`config.mk`:
```
export PLATFORM = sky130hd
export DESIGN_NAME = go_back_n_sender_flat
export DESIGN_NICKNAME = d
export VERILOG_FILES = /design/src/gbn_pkg.sv /design/src/gbn_if.sv /design/src/gbn_front.sv /design/src/gbn_back.sv /design/src/go_back_n_sender.sv /design/src/flat_wrapper.sv
export SDC_FILE = /design/constraint.sdc
export NUM_CORES = 1
export LEC_CHECK = 0
export BUFFER_PORTS_ARGS = -buffer_cell sky130_fd_sc_hd__buf_2
export CAP_MARGIN = 10
export CORE_ASPECT_RATIO = 0.75
export CORE_MARGIN = 1.5
export CORE_UTILIZATION = 47
export CTS_CLUSTER_DIAMETER = 120
export CTS_CLUSTER_SIZE = 10
export DETAILED_ROUTE_END_ITERATION = 8
export GPL_TIMING_DRIVEN = 0
export PLACE_DENSITY_LB_ADDON = 0.1
export SLEW_MARGIN = 20
export SYNTH_ARGS = -nofsm -noshare
export SYNTH_HDL_FRONTEND = slang
export SYNTH_MEMORY_MAX_BITS = 65536
export SYNTH_SLANG_ARGS = --single-unit
```
`constraint.sdc`:
```
create_clock -name clk -period 1.6 [get_ports clk]
set_clock_uncertainty 0.15 [all_clocks]
set_input_delay 0.16 -clock clk [delete_from_list [all_inputs] [get_ports clk]]
set_output_delay 0.16 -clock clk [all_outputs]
set_load 0.02 [all_outputs]
```
`src/gbn_pkg.sv`:
```
`timescale 1ns / 1ps
// ----------------------------------------------------------------------------
// gbn_pkg
// Shared types and constants of the Go-Back-N sender.
// ----------------------------------------------------------------------------
package gbn_pkg;

	localparam int PAYLOAD_W = 64;
	localparam int ACKF_W    = 20;
	localparam int CSUM_W    = 32;
	localparam int SEQ_W     = 4;
	localparam int PSUM_W    = 12;
	localparam int TICK_W    = 16;
	// Sequence numbers run modulo twice the window, so the window is tied to SEQ_W.
	localparam int WINDOW_DEPTH = 8;
	localparam int BUFFER_DEPTH = 64;
	localparam logic [TICK_W-1:0] TIMEOUT_RESET = 16'd20;
	localparam logic [39:0] NACK_WORD = 40'h00_4B43414E;

	typedef enum logic [1:0] {
		CMD_SEND = 2'd0,
		CMD_ACK  = 2'd1,
		CMD_TICK = 2'd2,
		CMD_NONE = 2'd3
	} cmd_t;

	typedef struct packed {
		logic [1:0]           cmd;
		logic [PAYLOAD_W-1:0] payload;
		logic [ACKF_W-1:0]    ack_seq;
		logic [ACKF_W-1:0]    ack_num;
		logic [CSUM_W-1:0]    ack_checksum;
	} in_item_t;

	typedef struct packed {
		logic [SEQ_W-1:0]     pkt_seq;
		logic [PSUM_W-1:0]    pkt_checksum;
		logic [PAYLOAD_W-1:0] pkt_payload;
		logic                 is_resend;
		logic                 last;
	} out_item_t;

	// Classified request passed from front to back.
	typedef enum logic [1:0] {
		OP_SEND   = 2'd0,
		OP_ACK    = 2'd1,
		OP_TICK   = 2'd2,
		OP_IGNORE = 2'd3
	} op_t;

	typedef struct packed {
		op_t                  op;
		logic [PAYLOAD_W-1:0] payload;
		logic [ACKF_W-1:0]    ack_num;
	} req_t;

	// Sum of signed bytes, only the low nbytes bytes count.
	function automatic logic signed [11:0] byte_sum(input logic [63:0] p, input int nbytes);
		logic signed [11:0] s;
		s = '0;
		for (int i = 0; i < 8; i++) begin
			if (i < nbytes)
				s = s + 12'(signed'(p[8*i +: 8]));
		end
		return s;
	endfunction

endpackage

```
`src/gbn_if.sv`:
```
`timescale 1ns / 1ps
// ----------------------------------------------------------------------------
// gbn_if
// Valid/ready channel carrying one payload of type T.
// ----------------------------------------------------------------------------
interface gbn_if #(parameter type T = logic) ();
	logic valid;
	logic ready;
	T     data;
	modport source (output valid, output data, input ready);
	modport sink (input valid, input data, output ready);
endinterface

```
`src/gbn_front.sv`:
```
`timescale 1ns / 1ps
// ----------------------------------------------------------------------------
// gbn_front
// Accepts input requests, checks ack checksum and NACK, pushes a request queue.
// ----------------------------------------------------------------------------
module gbn_front #(
	parameter int PAYLOAD_BYTES = 8,
	parameter int QDEPTH        = 2
) (
	input  logic               clk,
	input  logic               arst_n,
	input  logic               in_valid,
	output logic               in_ready,
	input  gbn_pkg::in_item_t  in_data,
	output logic               q_valid,
	input  logic               q_ready,
	output gbn_pkg::req_t      q_data
);
	import gbn_pkg::*;

	localparam int QW = $clog2(QDEPTH);
	localparam logic [63:0] PMASK = ~64'd0 >> (64 - 8 * PAYLOAD_BYTES);

	req_t               q_mem_q [QDEPTH];
	logic [QW-1:0]      wr_q, rd_q;
	logic [QW:0]        cnt_q;
	logic [63:0]        pay;
	logic signed [33:0] calc, carried;
	logic               good;
	req_t               req;
	logic               push, pop;

	always_comb begin
		pay     = in_data.payload & PMASK;
		calc    = 34'(in_data.ack_seq) + 34'(in_data.ack_num)
			+ 34'(byte_sum(pay, PAYLOAD_BYTES));
		carried = 34'(signed'(in_data.ack_checksum));
		good    = (calc == carried) && (pay[39:0] != NACK_WORD);
		req.payload = pay;
		req.ack_num = in_data.ack_num;
		case (in_data.cmd)
			CMD_SEND: req.op = OP_SEND;
			CMD_ACK:  req.op = good ? OP_ACK : OP_IGNORE;
			CMD_TICK: req.op = OP_TICK;
			default:  req.op = OP_IGNORE;
		endcase
	end

	assign in_ready = (cnt_q != (QW+1)'(QDEPTH));
	assign push     = in_valid && in_ready && (req.op != OP_IGNORE);
	assign q_valid  = (cnt_q != '0);
	assign pop      = q_valid && q_ready;
	assign q_data   = q_mem_q[rd_q];

	always_ff @(posedge clk) begin
		if (push)
			q_mem_q[wr_q] <= req;
	end

	always_ff @(posedge clk or negedge arst_n) begin
		if (!arst_n) begin
			wr_q  <= '0;
			rd_q  <= '0;
			cnt_q <= '0;
		end else begin
			if (push)
				wr_q <= (wr_q == QW'(QDEPTH-1)) ? '0 : wr_q + 1'b1;
			if (pop)
				rd_q <= (rd_q == QW'(QDEPTH-1)) ? '0 : rd_q + 1'b1;
			cnt_q <= cnt_q + (QW+1)'(push) - (QW+1)'(pop);
		end
	end

	a_cnt_bound: assert property (@(posedge clk) disable iff (!arst_n)
		cnt_q <= (QW+1)'(QDEPTH)) else $error("queue overfill");
	a_no_push_full: assert property (@(posedge clk) disable iff (!arst_n)
		!in_ready |-> !push) else $error("push while full");
	a_cnt_step: assert property (@(posedge clk) disable iff (!arst_n)
		push && !pop |=> cnt_q == $past(cnt_q) + 1'b1) else $error("count step");
endmodule

```
`src/gbn_back.sv`:
```
`timescale 1ns / 1ps
// ----------------------------------------------------------------------------
// gbn_back
// Executes requests: send buffer, window, timer; takes a new request only when idle.
// ----------------------------------------------------------------------------
module gbn_back #(
	parameter int PAYLOAD_BYTES = 8
) (
	input  logic                         clk,
	input  logic                         arst_n,
	input  logic [gbn_pkg::TICK_W-1:0]   timeout_ticks,
	input  logic                         q_valid,
	output logic                         q_ready,
	input  gbn_pkg::req_t                q_data,
	output logic                         out_valid,
	input  logic                         out_ready,
	output gbn_pkg::out_item_t           out_data
);
	import gbn_pkg::*;

	localparam int WW = (WINDOW_DEPTH > 1) ? $clog2(WINDOW_DEPTH) : 1;
	localparam int BW = $clog2(BUFFER_DEPTH);
	localparam int SEQ_MOD = 2 * WINDOW_DEPTH;

	typedef enum logic [3:0] {
		ST_IDLE = 4'b0001,
		ST_RD   = 4'b0010,
		ST_SEND = 4'b0100,
		ST_RSND = 4'b1000
	} state_t;

	state_t state_q;

	logic [63:0]       buf_mem [BUFFER_DEPTH];
	logic [63:0]       buf_rd_q;
	logic [BW-1:0]     bhead_q;
	logic [BW:0]       bcnt_q;

	logic [SEQ_W-1:0]  wseq_q [WINDOW_DEPTH];
	logic [PSUM_W-1:0] wsum_q [WINDOW_DEPTH];
	logic [63:0]       wpay_q [WINDOW_DEPTH];
	logic [WW-1:0]     whead_q;
	logic [WW:0]       wcnt_q;
	logic [WW:0]       ridx_q;
	logic [SEQ_W-1:0]  nseq_q;
	logic              trun_q;
	logic [TICK_W-1:0] tleft_q;

	out_item_t         out_q;
	logic              ov_q;
	logic              oslot;
	logic              fire;

	logic [BW-1:0]     btail;
	logic [WW-1:0]     wtail, rslot;
	logic              more_send;
	logic [TICK_W-1:0] tstart;
	logic [PSUM_W-1:0] nsum;

	assign oslot     = !ov_q || out_ready;
	assign fire      = ((state_q == ST_SEND) || (state_q == ST_RSND)) && oslot;
	assign out_valid = ov_q;
	assign out_data  = out_q;
	assign q_ready   = (state_q == ST_IDLE);
	assign tstart    = (timeout_ticks == '0) ? TICK_W'(1) : timeout_ticks;
	assign btail     = BW'((BW+1)'(bhead_q) + bcnt_q);
	assign wtail     = WW'((WW+1)'(whead_q) + wcnt_q);
	assign rslot     = WW'((WW+1)'(whead_q) + ridx_q);
	assign nsum      = PSUM_W'(nseq_q) + byte_sum(buf_rd_q, PAYLOAD_BYTES);
	// After this move, can another packet leave?
	assign more_send = (wcnt_q + 1'b1 < (WW+1)'(WINDOW_DEPTH)) && (bcnt_q > (BW+1)'(1));

	always_ff @(posedge clk) begin
		if (state_q == ST_IDLE && q_valid && q_data.op == OP_SEND
			&& bcnt_q < (BW+1)'(BUFFER_DEPTH))
			buf_mem[btail] <= q_data.payload;
		buf_rd_q <= buf_mem[bhead_q];
		if (state_q == ST_SEND && oslot) begin
			wseq_q[wtail] <= nseq_q;
			wsum_q[wtail] <= nsum;
			wpay_q[wtail] <= buf_rd_q;
		end
		if (oslot) begin
			if (state_q == ST_SEND) begin
				out_q.pkt_seq      <= nseq_q;
				out_q.pkt_checksum <= nsum;
				out_q.pkt_payload  <= buf_rd_q;
				out_q.is_resend    <= 1'b0;
				out_q.last         <= !more_send;
			end else begin
				out_q.pkt_seq      <= wseq_q[rslot];
				out_q.pkt_checksum <= wsum_q[rslot];
				out_q.pkt_payload  <= wpay_q[rslot];
				out_q.is_resend    <= 1'b1;
				out_q.last         <= (ridx_q + 1'b1 == wcnt_q);
			end
		end
	end

	always_ff @(posedge clk or negedge arst_n) begin
		if (!arst_n) begin
			state_q <= ST_IDLE;
			bhead_q <= '0;
			bcnt_q  <= '0;
			whead_q <= '0;
			wcnt_q  <= '0;
			ridx_q  <= '0;
			nseq_q  <= '0;
			trun_q  <= 1'b0;
			tleft_q <= '0;
			ov_q    <= 1'b0;
		end else begin
			if (fire)
				ov_q <= 1'b1;
			else if (out_ready)
				ov_q <= 1'b0;
			case (state_q)
				ST_IDLE: begin
					if (q_valid) begin
						case (q_data.op)
							OP_SEND: begin
								if (bcnt_q < (BW+1)'(BUFFER_DEPTH))
									bcnt_q <= bcnt_q + 1'b1;
								if (wcnt_q < (WW+1)'(WINDOW_DEPTH)) begin
									trun_q  <= 1'b1;
									tleft_q <= tstart;
									// buffer non-empty after the push is guaranteed
									state_q <= ST_RD;
								end
							end
							OP_ACK: begin
								if (wcnt_q != '0 && SEQ_W'(wseq_q[whead_q]) == q_data.ack_num[SEQ_W-1:0]
									&& q_data.ack_num[ACKF_W-1:SEQ_W] == '0) begin
									whead_q <= (whead_q == WW'(WINDOW_DEPTH-1)) ? '0 : whead_q + 1'b1;
									wcnt_q  <= wcnt_q - 1'b1;
									trun_q  <= (wcnt_q > (WW+1)'(1));
								end else begin
									trun_q  <= (wcnt_q != '0);
								end
								tleft_q <= tstart;
							end
							OP_TICK: begin
								if (trun_q) begin
									if (tleft_q <= TICK_W'(1)) begin
										tleft_q <= tstart;
										ridx_q  <= '0;
										if (wcnt_q != '0)
											state_q <= ST_RSND;
									end else begin
										tleft_q <= tleft_q - 1'b1;
									end
								end
							end
							default: ;
						endcase
					end
				end
				ST_RD: begin
					// wait for the registered buffer read
					state_q <= ST_SEND;
				end
				ST_SEND: begin
					if (oslot) begin
						bhead_q <= (bhead_q == BW'(BUFFER_DEPTH-1)) ? '0 : bhead_q + 1'b1;
						bcnt_q  <= bcnt_q - 1'b1;
						wcnt_q  <= wcnt_q + 1'b1;
						nseq_q  <= (nseq_q == SEQ_W'(SEQ_MOD-1)) ? '0 : nseq_q + 1'b1;
						state_q <= more_send ? ST_RD : ST_IDLE;
					end
				end
				ST_RSND: begin
					if (oslot) begin
						ridx_q <= ridx_q + 1'b1;
						if (ridx_q + 1'b1 == wcnt_q)
							state_q <= ST_IDLE;
					end
				end
				default: state_q <= ST_IDLE;
			endcase
		end
	end

	a_wcnt: assert property (@(posedge clk) disable iff (!arst_n)
		wcnt_q <= (WW+1)'(WINDOW_DEPTH)) else $error("window overfill");
	a_bcnt: assert property (@(posedge clk) disable iff (!arst_n)
		bcnt_q <= (BW+1)'(BUFFER_DEPTH)) else $error("buffer overfill");
	a_send_buf: assert property (@(posedge clk) disable iff (!arst_n)
		state_q == ST_SEND |-> bcnt_q != '0) else $error("send from empty buffer");
	a_hold: assert property (@(posedge clk) disable iff (!arst_n)
		ov_q && !out_ready |=> ov_q && $stable(out_q)) else $error("output lost");
endmodule

```
`src/go_back_n_sender.sv`:
```
`timescale 1ns / 1ps
// ----------------------------------------------------------------------------
// go_back_n_sender
// Go-Back-N ARQ sender: send buffer, sliding window and retransmission timer.
// ----------------------------------------------------------------------------
// An input request is classified in the front end (checksum and NACK check on
// acks) and queued for the back end. Acks and ticks are handled in the idle
// state of the back end. A send that opens the window emits each packet by a
// buffer memory read, then a window write and output; a timeout resends the
// window at one packet per cycle while the output is not stalled. Results
// leave through a registered output stage. The window (8 packets) and the
// send buffer (64 payloads) are fixed in the package.
module go_back_n_sender #(
	parameter int PAYLOAD_BYTES = 8
) (
	input  logic                       clk,
	input  logic                       arst_n,
	input  logic                       cfg_we,
	input  logic [gbn_pkg::TICK_W-1:0] cfg_wdata,
	gbn_if.sink                        in_ch,
	gbn_if.source                      out_ch
);
	import gbn_pkg::*;

	logic [TICK_W-1:0] timeout_q;
	logic              q_valid, q_ready;
	req_t              q_data;

	always_ff @(posedge clk or negedge arst_n) begin
		if (!arst_n)
			timeout_q <= TIMEOUT_RESET;
		else if (cfg_we)
			timeout_q <= cfg_wdata;
	end

	gbn_front #(.PAYLOAD_BYTES(PAYLOAD_BYTES), .QDEPTH(2)) u_front (
		.clk(clk), .arst_n(arst_n),
		.in_valid(in_ch.valid), .in_ready(in_ch.ready), .in_data(in_ch.data),
		.q_valid(q_valid), .q_ready(q_ready), .q_data(q_data)
	);

	gbn_back #(
		.PAYLOAD_BYTES(PAYLOAD_BYTES)
	) u_back (
		.clk(clk), .arst_n(arst_n), .timeout_ticks(timeout_q),
		.q_valid(q_valid), .q_ready(q_ready), .q_data(q_data),
		.out_valid(out_ch.valid), .out_ready(out_ch.ready), .out_data(out_ch.data)
	);
endmodule
```
`src/flat_wrapper.sv`:
```
// flat-port wrapper written by rule: the top's interface ports become plain ports
module go_back_n_sender_flat import gbn_pkg::*;
#(
	parameter int PAYLOAD_BYTES = 8
)
  (clk, arst_n, cfg_we, cfg_wdata, in_ch_valid, in_ch_data, in_ch_ready, out_ch_valid, out_ch_data, out_ch_ready);
  gbn_if in_ch_i ();
  gbn_if out_ch_i ();
  input  logic clk;
  input  logic arst_n;
  input  logic cfg_we;
  input  logic [gbn_pkg::TICK_W-1:0] cfg_wdata;
  input wire logic [$bits(in_ch_i.valid)-1:0] in_ch_valid;
  input wire logic [$bits(in_ch_i.data)-1:0] in_ch_data;
  output wire logic [$bits(in_ch_i.ready)-1:0] in_ch_ready;
  output wire logic [$bits(out_ch_i.valid)-1:0] out_ch_valid;
  output wire logic [$bits(out_ch_i.data)-1:0] out_ch_data;
  input wire logic [$bits(out_ch_i.ready)-1:0] out_ch_ready;
  assign in_ch_i.valid = in_ch_valid;
  assign in_ch_i.data = in_ch_data;
  assign in_ch_ready = in_ch_i.ready;
  assign out_ch_valid = out_ch_i.valid;
  assign out_ch_data = out_ch_i.data;
  assign out_ch_i.ready = out_ch_ready;
  go_back_n_sender #(.PAYLOAD_BYTES(PAYLOAD_BYTES)) u_core (.clk(clk), .arst_n(arst_n), .cfg_we(cfg_we), .cfg_wdata(cfg_wdata), .in_ch(in_ch_i), .out_ch(out_ch_i));
endmodule
```
# After elaboration in Yosys (flattened, before gate mapping)
# Memories as Yosys holds them, arrays and structs flattened.
# Index checks and enable logic that the tools add are counted.
dict set report word_totals {
  register_bits 63
  ramBits 32
  input_bits 22
  out_inout_bits 3
  word_cells 130
  n_memories 1
}
dict set report op_classes {
  add_sub_neg 11
  magnitude_cmp 6
  n_eq_ne 29
  mux 42
  n_reduce_logical 29
}
# name words width read_ports rd_ports_with_merged_regs wr line_no
set mem_list {}
lappend mem_list {u_core.u_back.wseq_q 8 4 1 0 1 gbn_back.sv:39} ;# logic [SEQ_W-1:0] wseq_q [WINDOW_DEPTH];
# operator count
set op_table {}
lappend op_table {{2-to-1 mux 4 bit} 18}
lappend op_table {{2-to-1 mux 16 bit} 4}
lappend op_table {{one-hot mux 16 bit (3 select lines)} 1}
lappend op_table {{2-to-1 mux 7 bit} 4}
lappend op_table {{inequality test 2 bit (second input constant)} 12}
lappend op_table {{one-hot mux 4 bit (2 select lines)} 3}
lappend op_table {{less-or-equal comparator 16 x 1 -> 1 bit (second input constant)} 1}
lappend op_table {{logical NOT 16 bit} 1}
lappend op_table {{logical NOT 16 bit (first input constant)} 1}
lappend op_table {{one-hot mux 4 bit (4 select lines)} 1}
lappend op_table {{subtractor 16 x 1 -> 16 bit (second input constant)} 1}
lappend op_table {{inequality test 3 bit (second input constant)} 5}
lappend op_table {{AND reduction 5 bit} 3}
lappend op_table {{one-hot mux 7 bit (2 select lines)} 1}
lappend op_table {{adder 4 x 1 -> 4 bit (second input constant)} 3}
lappend op_table {{equality test 4 bit (second input constant)} 3}
lappend op_table {{nonzero test 2 bit} 5}
lappend op_table {{AND reduction 9 bit} 1}
lappend op_table {{< comparator 4 bit (second input constant)} 2}
lappend op_table {{AND reduction 4 bit} 2}
lappend op_table {{adder 7 x 1 -> 7 bit (second input constant)} 1}
lappend op_table {{greater-than comparator 7 x 1 -> 1 bit (second input constant)} 1}
lappend op_table {{logical AND 1 bit} 7}
lappend op_table {{< comparator 7 bit (second input constant)} 1}
lappend op_table {{26 further kinds} 35}

# Longest topological paths before layout
# Gate-level depths: netlist of run 1.
# An unclocked memory read counts as a cell.
dict set report depth {
  ltp_word 8
  mapped_depth 7
  depth_no_buf 7
}

# By module
# A second synthesis of run 1 with hierarchy kept.
dict set report unflattened {
  cells_unflattened 8715
  area_unflattened_um2 201218.0
}
# mod instances cells_per_inst area_each_um2 seq_area_each_um2
set by_module_without_submodules {}
lappend by_module_without_submodules {gbn_back 1 7834 189025.0 147212.4}
lappend by_module_without_submodules {gbn_front 1 846 11537.3 5265.0}
lappend by_module_without_submodules {go_back_n_sender 1 35 655.6 402.9}

# Least setup slack after synthesis of run 1
# Ideal clock, no wire load.
dict set report synth_path {
  path_kind {register to register}
  from {register u_core.u_back.state_q[0]}
  to {register u_core.u_front.cnt_q[1]}
  setup_time_ns 0.080
  arrival_time_ns 1.554
  required_time_ns 1.370
  path_slack_ns -0.184
  path_stages_with_launch 8
  n_path_buf 0
  period_less_slack_ns 1.784
  path_cell_list {dfstp_2 nand2b_4 nor3_1 ha_1 inv_1 ha_1 xnor2_1 xnor2_1}
}
dict set report synth_between {
  elab_chain_cells 3
}
# item line_no
set synth_lines {}
lappend synth_lines {{from (decl)} gbn_back.sv:32} ;# state_t state_q;
lappend synth_lines {{from (signal assigned)} gbn_back.sv:168} ;# state_q <= more_send ? ST_RD : ST_IDLE;
lappend synth_lines {{equality test 4 x 1 -> 1 bit} gbn_back.sv:64} ;# assign q_ready = (state_q == ST_IDLE);
lappend synth_lines {{logical AND 1 bit} gbn_front.sv:52} ;# assign pop = q_valid && q_ready;
lappend synth_lines {{subtractor 2 x 1 -> 2 bit} gbn_front.sv:70} ;# cnt_q <= cnt_q + (QW+1)'(push) - (QW+1)'(pop);
lappend synth_lines {{to (signal assigned)} gbn_front.sv:70}
lappend synth_lines {{to (decl)} gbn_front.sv:26} ;# logic [QW:0] cnt_q;
# Every way passes these cells.
# A chain may end at the register's enable or synchronous reset.

# Worst setup path in the final report of run 1
dict set report layout_path {
  from {register u_core.u_back.state_q[0]}
  to {register u_core.u_back.bcnt_q[3]}
}
dict set report layout_between {
  elab_chain_cells 3
  word_cells_on_any_way 9
  cone_classes {6 x eq/ne; 1 x mux; 2 x reduce/logical}
}
# item line_no
set layout_lines {}
lappend layout_lines {{equality test 4 x 1 -> 1 bit or equality test 4 x 3 -> 1 bit (tied branches)} --}
lappend layout_lines {{inequality test 2 bit (no line) or nonzero test 2 bit (tied branches)} --}
lappend layout_lines {{AND reduction 5 bit (no line)} --}
lappend layout_lines {{to (signal assigned)} gbn_back.sv:123} ;# bcnt_q <= bcnt_q + 1'b1;
lappend layout_lines {{to (signal assigned)} gbn_back.sv:165} ;# bcnt_q <= bcnt_q - 1'b1;
lappend layout_lines {{to (decl)} gbn_back.sv:37} ;# logic [BW:0] bcnt_q;
# Several ways; a longest one is shown, not always the timed one.

==> results of run 1 <==
path summary, 6_finish.rpt:
path                                          start                  endpoint  slack [ps]
max in group asynchronous                    arst_n  u_core.u_back.state_q[0]         830
min                                          arst_n   u_core.u_back.wcnt_q[2]         150
max                        u_core.u_back.state_q[0]   u_core.u_back.bcnt_q[3]        -170
max reg2reg                u_core.u_back.state_q[0]   u_core.u_back.bcnt_q[3]        -170
min in group clk                       out_ch_ready   u_core.u_back.out_valid         150
min reg2reg                 u_core.u_back.wcnt_q[2]   u_core.u_back.wcnt_q[2]         360
where the power goes:
group	leakage (µW)	switching (µW)	internal, µW
clock network	0.0000210	148	139
logic	0.000330	168	174
registers	0.000205	42.4	490
total	0.000557	359	803
worst register-to-register path: stages, from the launching register on:
cell and delay (ps):
dfstp_2 580, nand2b_4 80, or4_4 540, a22oi_2 200, xor2_1 150
routing by layer:
| layer | vias up | part of all wire (%) | global-route usage, % |
|---|---|---|---|
| met5 | - | 0 | 0 |
| met4 | 0 | 1.1 | 5.58 |
| met3 | 5 | 4.7 | 6.27 |
| met2 | 25 | 42 | 28.4 |
| met1 | 382 | 52 | 29.4 |
| li1 | 399 | - | - |
placed cells by master, fill, tap and decap left out, types with 2 or more instances in the layout:
cell type  count
a22oi_2        2
buf_2          6
buf_4          8
buf_6          5
clkbuf_4       3
dfrtp_1       13
dfrtp_2        3
ha_1           7
inv_1          5
inv_2          2
mux2i_1        2
nand2_1        2
nand2b_1       2
nand3_1        4
nand4_1        3
nor2_1         6
nor4_2         2
nor4_4         2
o21ai_0        2
xnor2_1        8
xor2_1         2
cells in the mapped netlist (all sizes together) (2+ instances only):
cell type and n:
or4 2, inv 7, buf 2, xnor2 9, nor2 8, dfrtp 16, o21ai 3, nand3 4
mux2i 2, nand2 4, a22oi 2, xor2 2, ha 8, nor4 4, nand4 3, nand2b 3
area by class of cell:
cell class / instances / area (µm²) / share of cell area (%)
tap: 24 / 30.0 / 2.18
timing repair buffer: 18 / 138 / 9.99
multi-input combinational: 71 / 668 / 48.5
sequential: 18 / 460 / 33.4
buffer: 2 / 18.8 / 1.36
inverter: 7 / 26.3 / 1.91
clock buffer: 4 / 36.3 / 2.63
flip-flops by register name, summed over array words and instances (netlist names):
name,cells
u_core.u_back.bcnt_q,7
u_core.u_back.wcnt_q,4
u_core.u_back.state_q,3
u_core.u_front.cnt_q,2
u_core.u_back.out_data,1
u_core.u_back.out_valid,1
timing repair:
action | CTS | global route
pin swaps | 7 | 8
resized for setup | 10 | 19
endpoints found under the setup margin | 15 | 12
hold endpoints to repair | 17 | 0
hold buffers | 1 | 0
setup buffers | 5 | 6
logic make-up after synthesis:
kind of cell / after synthesis / synth area share [%]
AOI/OAI and AO/OA: 15 / 11.2
xor gates and xnor gates: 11 / 9.18
adders and majority gates: 8 / 9.54
buffers and inverters: 10 / 4.05
DFF: 18 / 43.5
muxes: 3 / 2.98
and+or+nand+nor: 34 / 19.5
stage by stage:
| step | total power [µW] | utilization [%] | setup WS [ps] | hold slack [ps] |
|---|---|---|---|---|
| floorplan | 690 | - | -125 | -286 |
| global placement | 734 | 54.9 | -313 | -48.0 |
| detailed placement | 750 | 54.9 | -368 | -36.2 |
| CTS | 1080 | 60.7 | -286 | 105 |
| global route | 1240 | 67.2 | -262 | 156 |
| finish | 1160 | 67.2 | -170 | 152 |
==> impl_metrics.json, run 1 <==
{
  "wl_per_cell_um": 15.4,
  "cp.arrival_ps": 1850,
  "crit_path_max_incr_delay_ps": 580,
  "async_flop_share_pct": 94.4,
  "dp_hpwl_mm": 1.46,
  "cts.sinks": 18,
  "final_cell_count_no_fill": 144,
  "cpLargestDelayFamily": "simple AND/OR/NAND/NOR gates",
  "violations": "negative setup slack",
  "dieWidth_um": 57.6,
  "synth-main-ff-cell": "dfrtp_1",
  "area_growth_pct": 31.2,
  "grt_pass1_wl_mm": 3.69,
  "path_depth": 4,
  "crit_buf_inv": 0,
  "worstPathCellList": "nand2b_4 > or4_4 > a22oi_2 > xor2_1",
  "max_freq_mhz": 565,
  "clkSlewWorstSetupHoldPaths_ps": 110,
  "fin_crit_sh_pct": 111,
  "htreeDepth": 1,
  "final_area_mm2": 0.00138,
  "cts_buffers": 3,
  "maxCapViolCount": 0,
  "clockRootBuffer": "clkbuf_4",
  "rsz0062_at_grt": "yes",
  "antenna_found_initial": 0,
  "grt.total_usage_pct": 20.0,
  "syn_area_mm2": 0.00105,
  "ant_nets": 0,
  "worstPathRequired_ps": 1680,
  "leakagePower_uw": 0.000557,
  "grt-ovfl-total": 0,
  "yosysTopAreaCell": "dfrtp_1",
  "core_area_mm2": 0.00205,
  "synth_seq_area_share_pct": 43.5,
  "layout_setup_ws_ps": -170,
  "viasPerCell": 5.63,
  "port_buffers": 6,
  "ys_warn_count": 0,
  "path_max_fanout": 4,
  "cts_tree": "done",
  "dp.cells": 129,
  "crit_path_top_delay_cell": "dfstp_2",
  "fin_setup_tns_ps": -1240,
  "ir_worst_vdd_mv": 1.09,
  "diodes": 0,
  "min_period_ps": 1770,
  "fillCellCount": 160,
  "synth_fp_nets": 129,
  "gp_congestion": 0.792,
  "dieArea_mm2": 0.00253,
  "num-nets-final": 151,
  "clockBufferDepth": 2,
  "worstSetupEndpointType": "flop",
  "grt_pass1_vias": 751,
  "ys_ff_latch": 18,
  "start_util_pct": 51.2,
  "num_io_pins": 25,
  "row_count": 14,
  "status": "complete, but fails checks",
  "drt_pass1_iterations": 4,
  "worst_pin_slew_ps": 411,
  "synth_top_area_share_pct": 38.1,
  "finalSetupViolations": 13,
  "die_h_um": 43.9,
  "start_kind": "flop",
  "synthCells": 99,
  "r2r_cells": 4,
  "drtIter0Drc": 39,
  "grt_max_degree": 18,
  "place_area_mm2": 0.00113,
  "synthTopCellsByArea": "dfrtp_1 (38%), ha_1 (9.5%), xnor2_1 (7.5%)",
  "synth_edf_count": 1,
  "drt-total-wl_mm": 2.21,
  "hold_viol": 0,
  "syn_area_per_cell_um2": 10.6,
  "clk-insertion-delay-late_ps": 300,
  "slew_violations": 0,
  "drc": 0,
  "crit_type": "flop to flop",
  "synth_cell_types": 42,
  "min_path_type": "input pin to async pin",
  "vias": 811,
  "drive_gt1_share_pct": 40.0,
  "maxSlewHeadroom_pct": 72.6,
  "p_per_area_mw_per_mm2": 843
}
Power figures use the tool's default switching activity.
==> inputs of run 2 (changes only) <==
--- a/config.mk
+++ b/config.mk
@@ -9,7 +9,7 @@
 export CAP_MARGIN = 10
 export CORE_ASPECT_RATIO = 0.75
 export CORE_MARGIN = 1.5
-export CORE_UTILIZATION = 47
+export CORE_UTILIZATION = 35
 export CTS_CLUSTER_DIAMETER = 120
 export CTS_CLUSTER_SIZE = 10
 export DETAILED_ROUTE_END_ITERATION = 8
==> constraint.sdc (replaced) <==
create_clock -name clk -period 1.6 [get_ports clk]
set_clock_uncertainty 0.15 [all_clocks]
set_input_delay 0.08 -clock clk [delete_from_list [all_inputs] [get_ports clk]]
set_output_delay 0.08 -clock clk [all_outputs]
set_load 0.02 [all_outputs]
==> run 2 against run 1 <==
Net effect:
- the flow still finishes with violations (negative setup slack)
- core utilization is 14 points lower
- die area grew 32%
- non-clock buffer count is 6 higher
- sequential share of layout area is 1.2 points lower
- largest power group unchanged
==> impl_metrics.json, run 2 (synthesis results as in run 1) <==
{
  "status": "complete, but fails checks",
  "violations": "negative setup slack",
  "register_area_um2": 464,
  "pre_cts_ws_ps": -365,
  "dieWidth_um": 66.2,
  "hold_viol": 0,
  "dp_hpwl_mm": 1.47,
  "largest_register_ff_count": 7,
  "grt_pass1_wl_mm": 3.82,
  "worst_pin_slew_ps": 383,
  "maxSlewHeadroom_pct": 74.3,
  "min_path_type": "input pin to flop",
  "vias": 853,
  "min_period_ps": 1770,
  "dieArea_mm2": 0.00334,
  "wl_per_cell_um": 15.1,
  "layout_commonest_cell": "buf_4",
  "clkSlewWorstSetupHoldPaths_ps": 70,
  "cp.arrival_ps": 1790,
  "gp_congestion": 0.824,
  "antenna_found_initial": 0,
  "fin_crit_sh_pct": 111,
  "final_cell_mix": "buf_4 (16), dfrtp_1 (10), xnor2_1 (8), nor2_1 (7), ha_1 (7)",
  "layout_setup_ws_ps": -169,
  "start_util_pct": 38.6,
  "start_kind": "flop",
  "diodes": 0,
  "htreeDepth": 1,
  "clockBufferDepth": 2,
  "clockRootBuffer": "clkbuf_8",
  "viasPerCell": 5.27,
  "path_max_fanout": 4,
  "crit_path_top_delay_cell": "dfstp_2",
  "p_per_area_mw_per_mm2": 873,
  "worstPathRequired_ps": 1620,
  "maxCapViolCount": 0,
  "num-nets-final": 157,
  "final_area_mm2": 0.00144,
  "ir_worst_vdd_mv": 0.630,
  "clk-insertion-delay-late_ps": 250,
  "drt_pass1_iterations": 4,
  "multiInputGateArea_um2": 668,
  "place_area_mm2": 0.00114,
  "cts_tree": "done",
  "drc": 0,
  "cts.sinks": 18,
  "slew_violations": 0,
  "finalSetupViolations": 9,
  "drive_gt1_share_pct": 45.2,
  "port_buffers": 6,
  "grt-ovfl-total": 0,
  "total_power_uw": 1260,
  "row_count": 16,
  "worstSetupEndpointType": "flop",
  "drt-total-wl_mm": 2.45,
  "grt_max_degree": 18,
  "fillCellCount": 240,
  "area_growth_pct": 37.4,
  "crit_type": "flop to flop",
  "hold_slack_ps": 103,
  "leakagePower_uw": 0.000585,
  "cts_buffers": 3,
  "grt_pass1_vias": 757,
  "worstPathCellList": "nand2b_4 > or4_4 > a22oi_2 > xor2_1",
  "drtIter0Drc": 23,
  "num_io_pins": 25,
  "crit_path_max_incr_delay_ps": 580,
  "rsz0062_at_grt": "yes",
  "ant_nets": 0,
  "rrSetupSlack_ps": -170,
  "core_area_mm2": 0.00272,
  "grt.total_usage_pct": 15.4,
  "die_h_um": 50.4,
  "regMostFlops": "u_core.u_back.bcnt_q",
  "reg.largest.list": "u_core.u_back.bcnt_q: 7 flops, u_core.u_back.wcnt_q: 4 flops, u_core.u_back.state_q: 3 flops",
  "max_freq_mhz": 565,
  "final_cell_count_no_fill": 162,
  "dp.cells": 141
}
==> run 2: final timing paths <==
check                                              start                       end  cells after the start
worst max-delay path            u_core.u_back.state_q[0]   u_core.u_back.bcnt_q[3]                      4
worst min-delay path                        out_ch_ready   u_core.u_back.bcnt_q[1]                      3
worst max register to register  u_core.u_back.state_q[0]   u_core.u_back.bcnt_q[3]                      4
worst min register to register   u_core.u_back.wcnt_q[2]   u_core.u_back.wcnt_q[2]                      1
max in group asynchronous                         arst_n  u_core.u_back.state_q[0]                      2
min in group asynchronous                         arst_n   u_core.u_back.wcnt_q[2]                      2
==> run 2: area by class of cell <==
type,instances,share of cell area [%]
well taps,36,3.12
flip-flops and latches,18,32.2
clock buffers,4,3.12
repair buffers,24,12.1
plain buffers,2,1.30
multi-input cells,71,46.3
inverters,7,1.82
==> run 2: repair_timing <==
item,4_1_cts,5_1_grt
setup endpoints to repair,16,14
buffers inserted,10,7
endpoints found under the hold margin,17,0
pin swaps,8,11
gates resized for setup,7,24
hold buffers,1,0
==> run 2: critical path: cells and delay by family, from the launching register on <==
kind,cells,cell delay [ps]
DFF,1,580
AOI/OAI and AO/OA,1,190
and+or+nand+nor,2,610
xor gates and xnor gates,1,160
==> run 2: where the power goes <==
part | leakage, µW | internal, µW | switching, µW
clock | 0.0000228 | 177 | 150
combinational | 0.000357 | 214 | 182
sequential | 0.000205 | 493 | 43.6
==> run 2: metrics by stage <==
stage	utilization, %	setup TNS (ps)
finish	53.0	-1010
detailed placement	41.9	-2920
global route	53.0	-1720
CTS	47.7	-1180
floorplan	-	-410
global placement	41.9	-3030
==> run 2: routing by layer <==
layer / part of all wire (%) / GRT usage, %
met5: 0 / 0
met4: 0.57 / 2.04
met3: 5.1 / 4.04
met2: 45 / 21.8
met1: 50 / 23.8
==> inputs of run 3 (changes only) <==
--- a/config.mk
+++ b/config.mk
@@ -5,11 +5,12 @@
 export SDC_FILE = /design/constraint.sdc
 export NUM_CORES = 1
 export LEC_CHECK = 0
-export BUFFER_PORTS_ARGS = -buffer_cell sky130_fd_sc_hd__buf_2
+export BUFFER_PORTS_ARGS = -buffer_cell sky130_fd_sc_hd__clkbuf_2
 export CAP_MARGIN = 10
 export CORE_ASPECT_RATIO = 0.75
 export CORE_MARGIN = 1.5
 export CORE_UTILIZATION = 35
+export CTS_BUF_LIST = sky130_fd_sc_hd__clkbuf_4 sky130_fd_sc_hd__clkbuf_8
 export CTS_CLUSTER_DIAMETER = 120
 export CTS_CLUSTER_SIZE = 10
 export DETAILED_ROUTE_END_ITERATION = 8
==> run 3 against run 2 <==
Net effect:
- the flow still finishes with violations (negative setup slack)
- sequential power fell by 0.7%
- combinational power is 2% higher
- largest cell class unchanged
- worst setup slack worse by 25 ps
- core utilization grew 1.9 points
- critical path depth unchanged
- critical endpoint is now u_core.u_back.bcnt_q[1]
- flip-flop and latch count unchanged
==> impl_metrics.json, run 3 (synthesis results as in run 1) <==
{
  "worstPathRequired_ps": 1580,
  "leakagePower_uw": 0.000606,
  "clockBufferDepth": 2,
  "gr-usage-met3_pct": 5.38,
  "reg.largest.list": "u_core.u_back.bcnt_q: 7 flops, u_core.u_back.wcnt_q: 4 flops, u_core.u_back.state_q: 3 flops",
  "die_h_um": 50.4,
  "grt_pass1_wl_mm": 3.78,
  "min_to": "u_core.u_back.bcnt_q[1]",
  "regMostFlops": "u_core.u_back.bcnt_q",
  "worst_pin_slew_ps": 451,
  "drtIter0Drc": 32,
  "core_area_mm2": 0.00272,
  "min_period_ps": 1790,
  "status": "complete, but fails checks",
  "min_path_type": "input pin to flop",
  "row_count": 16,
  "antenna_found_initial": 0,
  "hold_start": "out_ch_ready",
  "cts_tree": "done",
  "fin_crit_sh_pct": 112,
  "clockRootBuffer": "clkbuf_8",
  "dieWidth_um": 66.2,
  "r2r-start": "u_core.u_back.state_q[0]",
  "min_path_cells": 3,
  "htreeDepth": 1,
  "busiest_layer": "met1",
  "final_cell_mix": "buf_4 (14), dfrtp_1 (14), xnor2_1 (8), nor2_1 (7)",
  "cp.arrival_ps": 1780,
  "crit_type": "flop to flop",
  "drive_gt1_share_pct": 44.1,
  "clk-insertion-delay-late_ps": 250,
  "violations": "negative setup slack",
  "cts.sinks": 18,
  "use_met1_pct": 22.9,
  "num_io_pins": 25,
  "ant_nets": 0,
  "port_buffers": 6,
  "drc": 0,
  "rrSetupSlack_ps": -190,
  "vias": 852,
  "grt_pass1_vias": 727,
  "place_area_mm2": 0.00114,
  "rr_endpoint": "u_core.u_back.bcnt_q[1]",
  "start_util_pct": 38.6,
  "wl_per_cell_um": 15.5,
  "gp_congestion": 0.824,
  "path_max_fanout": 5,
  "diodes": 0,
  "layout_setup_ws_ps": -194,
  "final_area_mm2": 0.00149,
  "r2r_cells": 4,
  "cp-startpoint": "u_core.u_back.state_q[0]",
  "grt.total_usage_pct": 15.3,
  "viasPerCell": 5.23,
  "clkSlewWorstSetupHoldPaths_ps": 70,
  "grt_util_met2_pct": 21.0,
  "hold_viol": 0,
  "grt-ovfl-total": 0,
  "grt_max_degree": 18,
  "rsz0062_at_grt": "yes",
  "dieArea_mm2": 0.00334,
  "area_growth_pct": 42.3,
  "start_kind": "flop",
  "ir_worst_vdd_mv": 0.518,
  "cts_buffers": 3,
  "post-route-util_pct": 54.9,
  "num-nets-final": 158,
  "drt_pass1_iterations": 4,
  "fin_setup_tns_ps": -1120,
  "largest_register_ff_count": 7,
  "slew_violations": 0,
  "worstSetupEndpointType": "flop",
  "dp_hpwl_mm": 1.48,
  "maxCapViolCount": 0,
  "maxSlewHeadroom_pct": 69.9,
  "p_per_area_mw_per_mm2": 882,
  "max_freq_mhz": 557,
  "drt-total-wl_mm": 2.53,
  "finalSetupViolations": 11
}
==> run 3: changes by cell type in the layout (fill, tap and decap cells not counted), moves of 2 or more <==
| cell | change |
|---|---|
| dfrtp_1 | +4 |
| clkbuf_2 | +6 |
| buf_2 | -6 |
| buf_4 | -2 |
| buf_6 | +3 |
| dfrtp_2 | -4 |
==> run 3: layout make-up <==
| cell class | instances | area [µm²] |
|---|---|---|
| Fill cell | 250 | 1230 |
| Multi-Input combinational cell | 71 | 696 |
| Sequential cell | 18 | 459 |
| Timing Repair Buffer | 25 | 190 |
| Clock buffer | 4 | 55.1 |
| Tap cell | 36 | 45.0 |
| Inverter | 7 | 26.3 |
| Buffer | 2 | 22.5 |
==> run 3: per-stage QoR <==
stage	hold WS, ps	setup WS [ps]	std cells	total power (µW)
floorplan	-366	-125	99	690
global placement	-102	-377	141	736
detailed placement	-96.9	-388	141	754
CTS	141	-221	152	1250
global route	139	-240	163	1400
finish	111	-194	163	1320
==> run 3: timing repair <==
| item | in CTS | in global routing |
|---|---|---|
| resized for setup | 14 | 19 |
| hold endpoints to repair | 17 | 0 |
| setup endpoints to repair | 16 | 13 |
| hold buffers | 1 | 0 |
| pin swaps | 7 | 6 |
| setup buffers | 7 | 11 |
==> run 3: worst max-delay path, cell delays in order, from the launching register on <==
cell	delay, ps
dfstp_2	590
nand2b_4	90
or4_4	540
a211oi_2	230
a221oi_1	70
==> run 3: worst max path at each step <==
stage,endpoint,slack (ps),cells after the start
3_3_place_gp,u_core.u_back.wcnt_q[1],-380,4
3_5_place_dp,u_core.u_back.wcnt_q[1],-390,4
6_report,u_core.u_back.bcnt_q[1],-190,4
2_1_floorplan,u_core.u_front.cnt_q[1],-120,7
4_1_cts,u_core.u_back.bcnt_q[1],-220,4
5_1_grt,u_core.u_back.bcnt_q[3],-240,4
==> run 3: per-layer routing <==
layer / vias up / wire length (µm)
li1: 413 / -
met1: 415 / 1260
met2: 22 / 1140
met3: 2 / 114
met4: 0 / 13
met5: - / 0
==> run 3: report_power, final <==
group	internal [µW]	switching [µW]	leakage (µW)	total, µW
Combinational	212	192	0.000369	403
Sequential	490	42.3	0.000208	532
Clock	219	162	0.0000288	381
Total	921	396	0.000606	1320
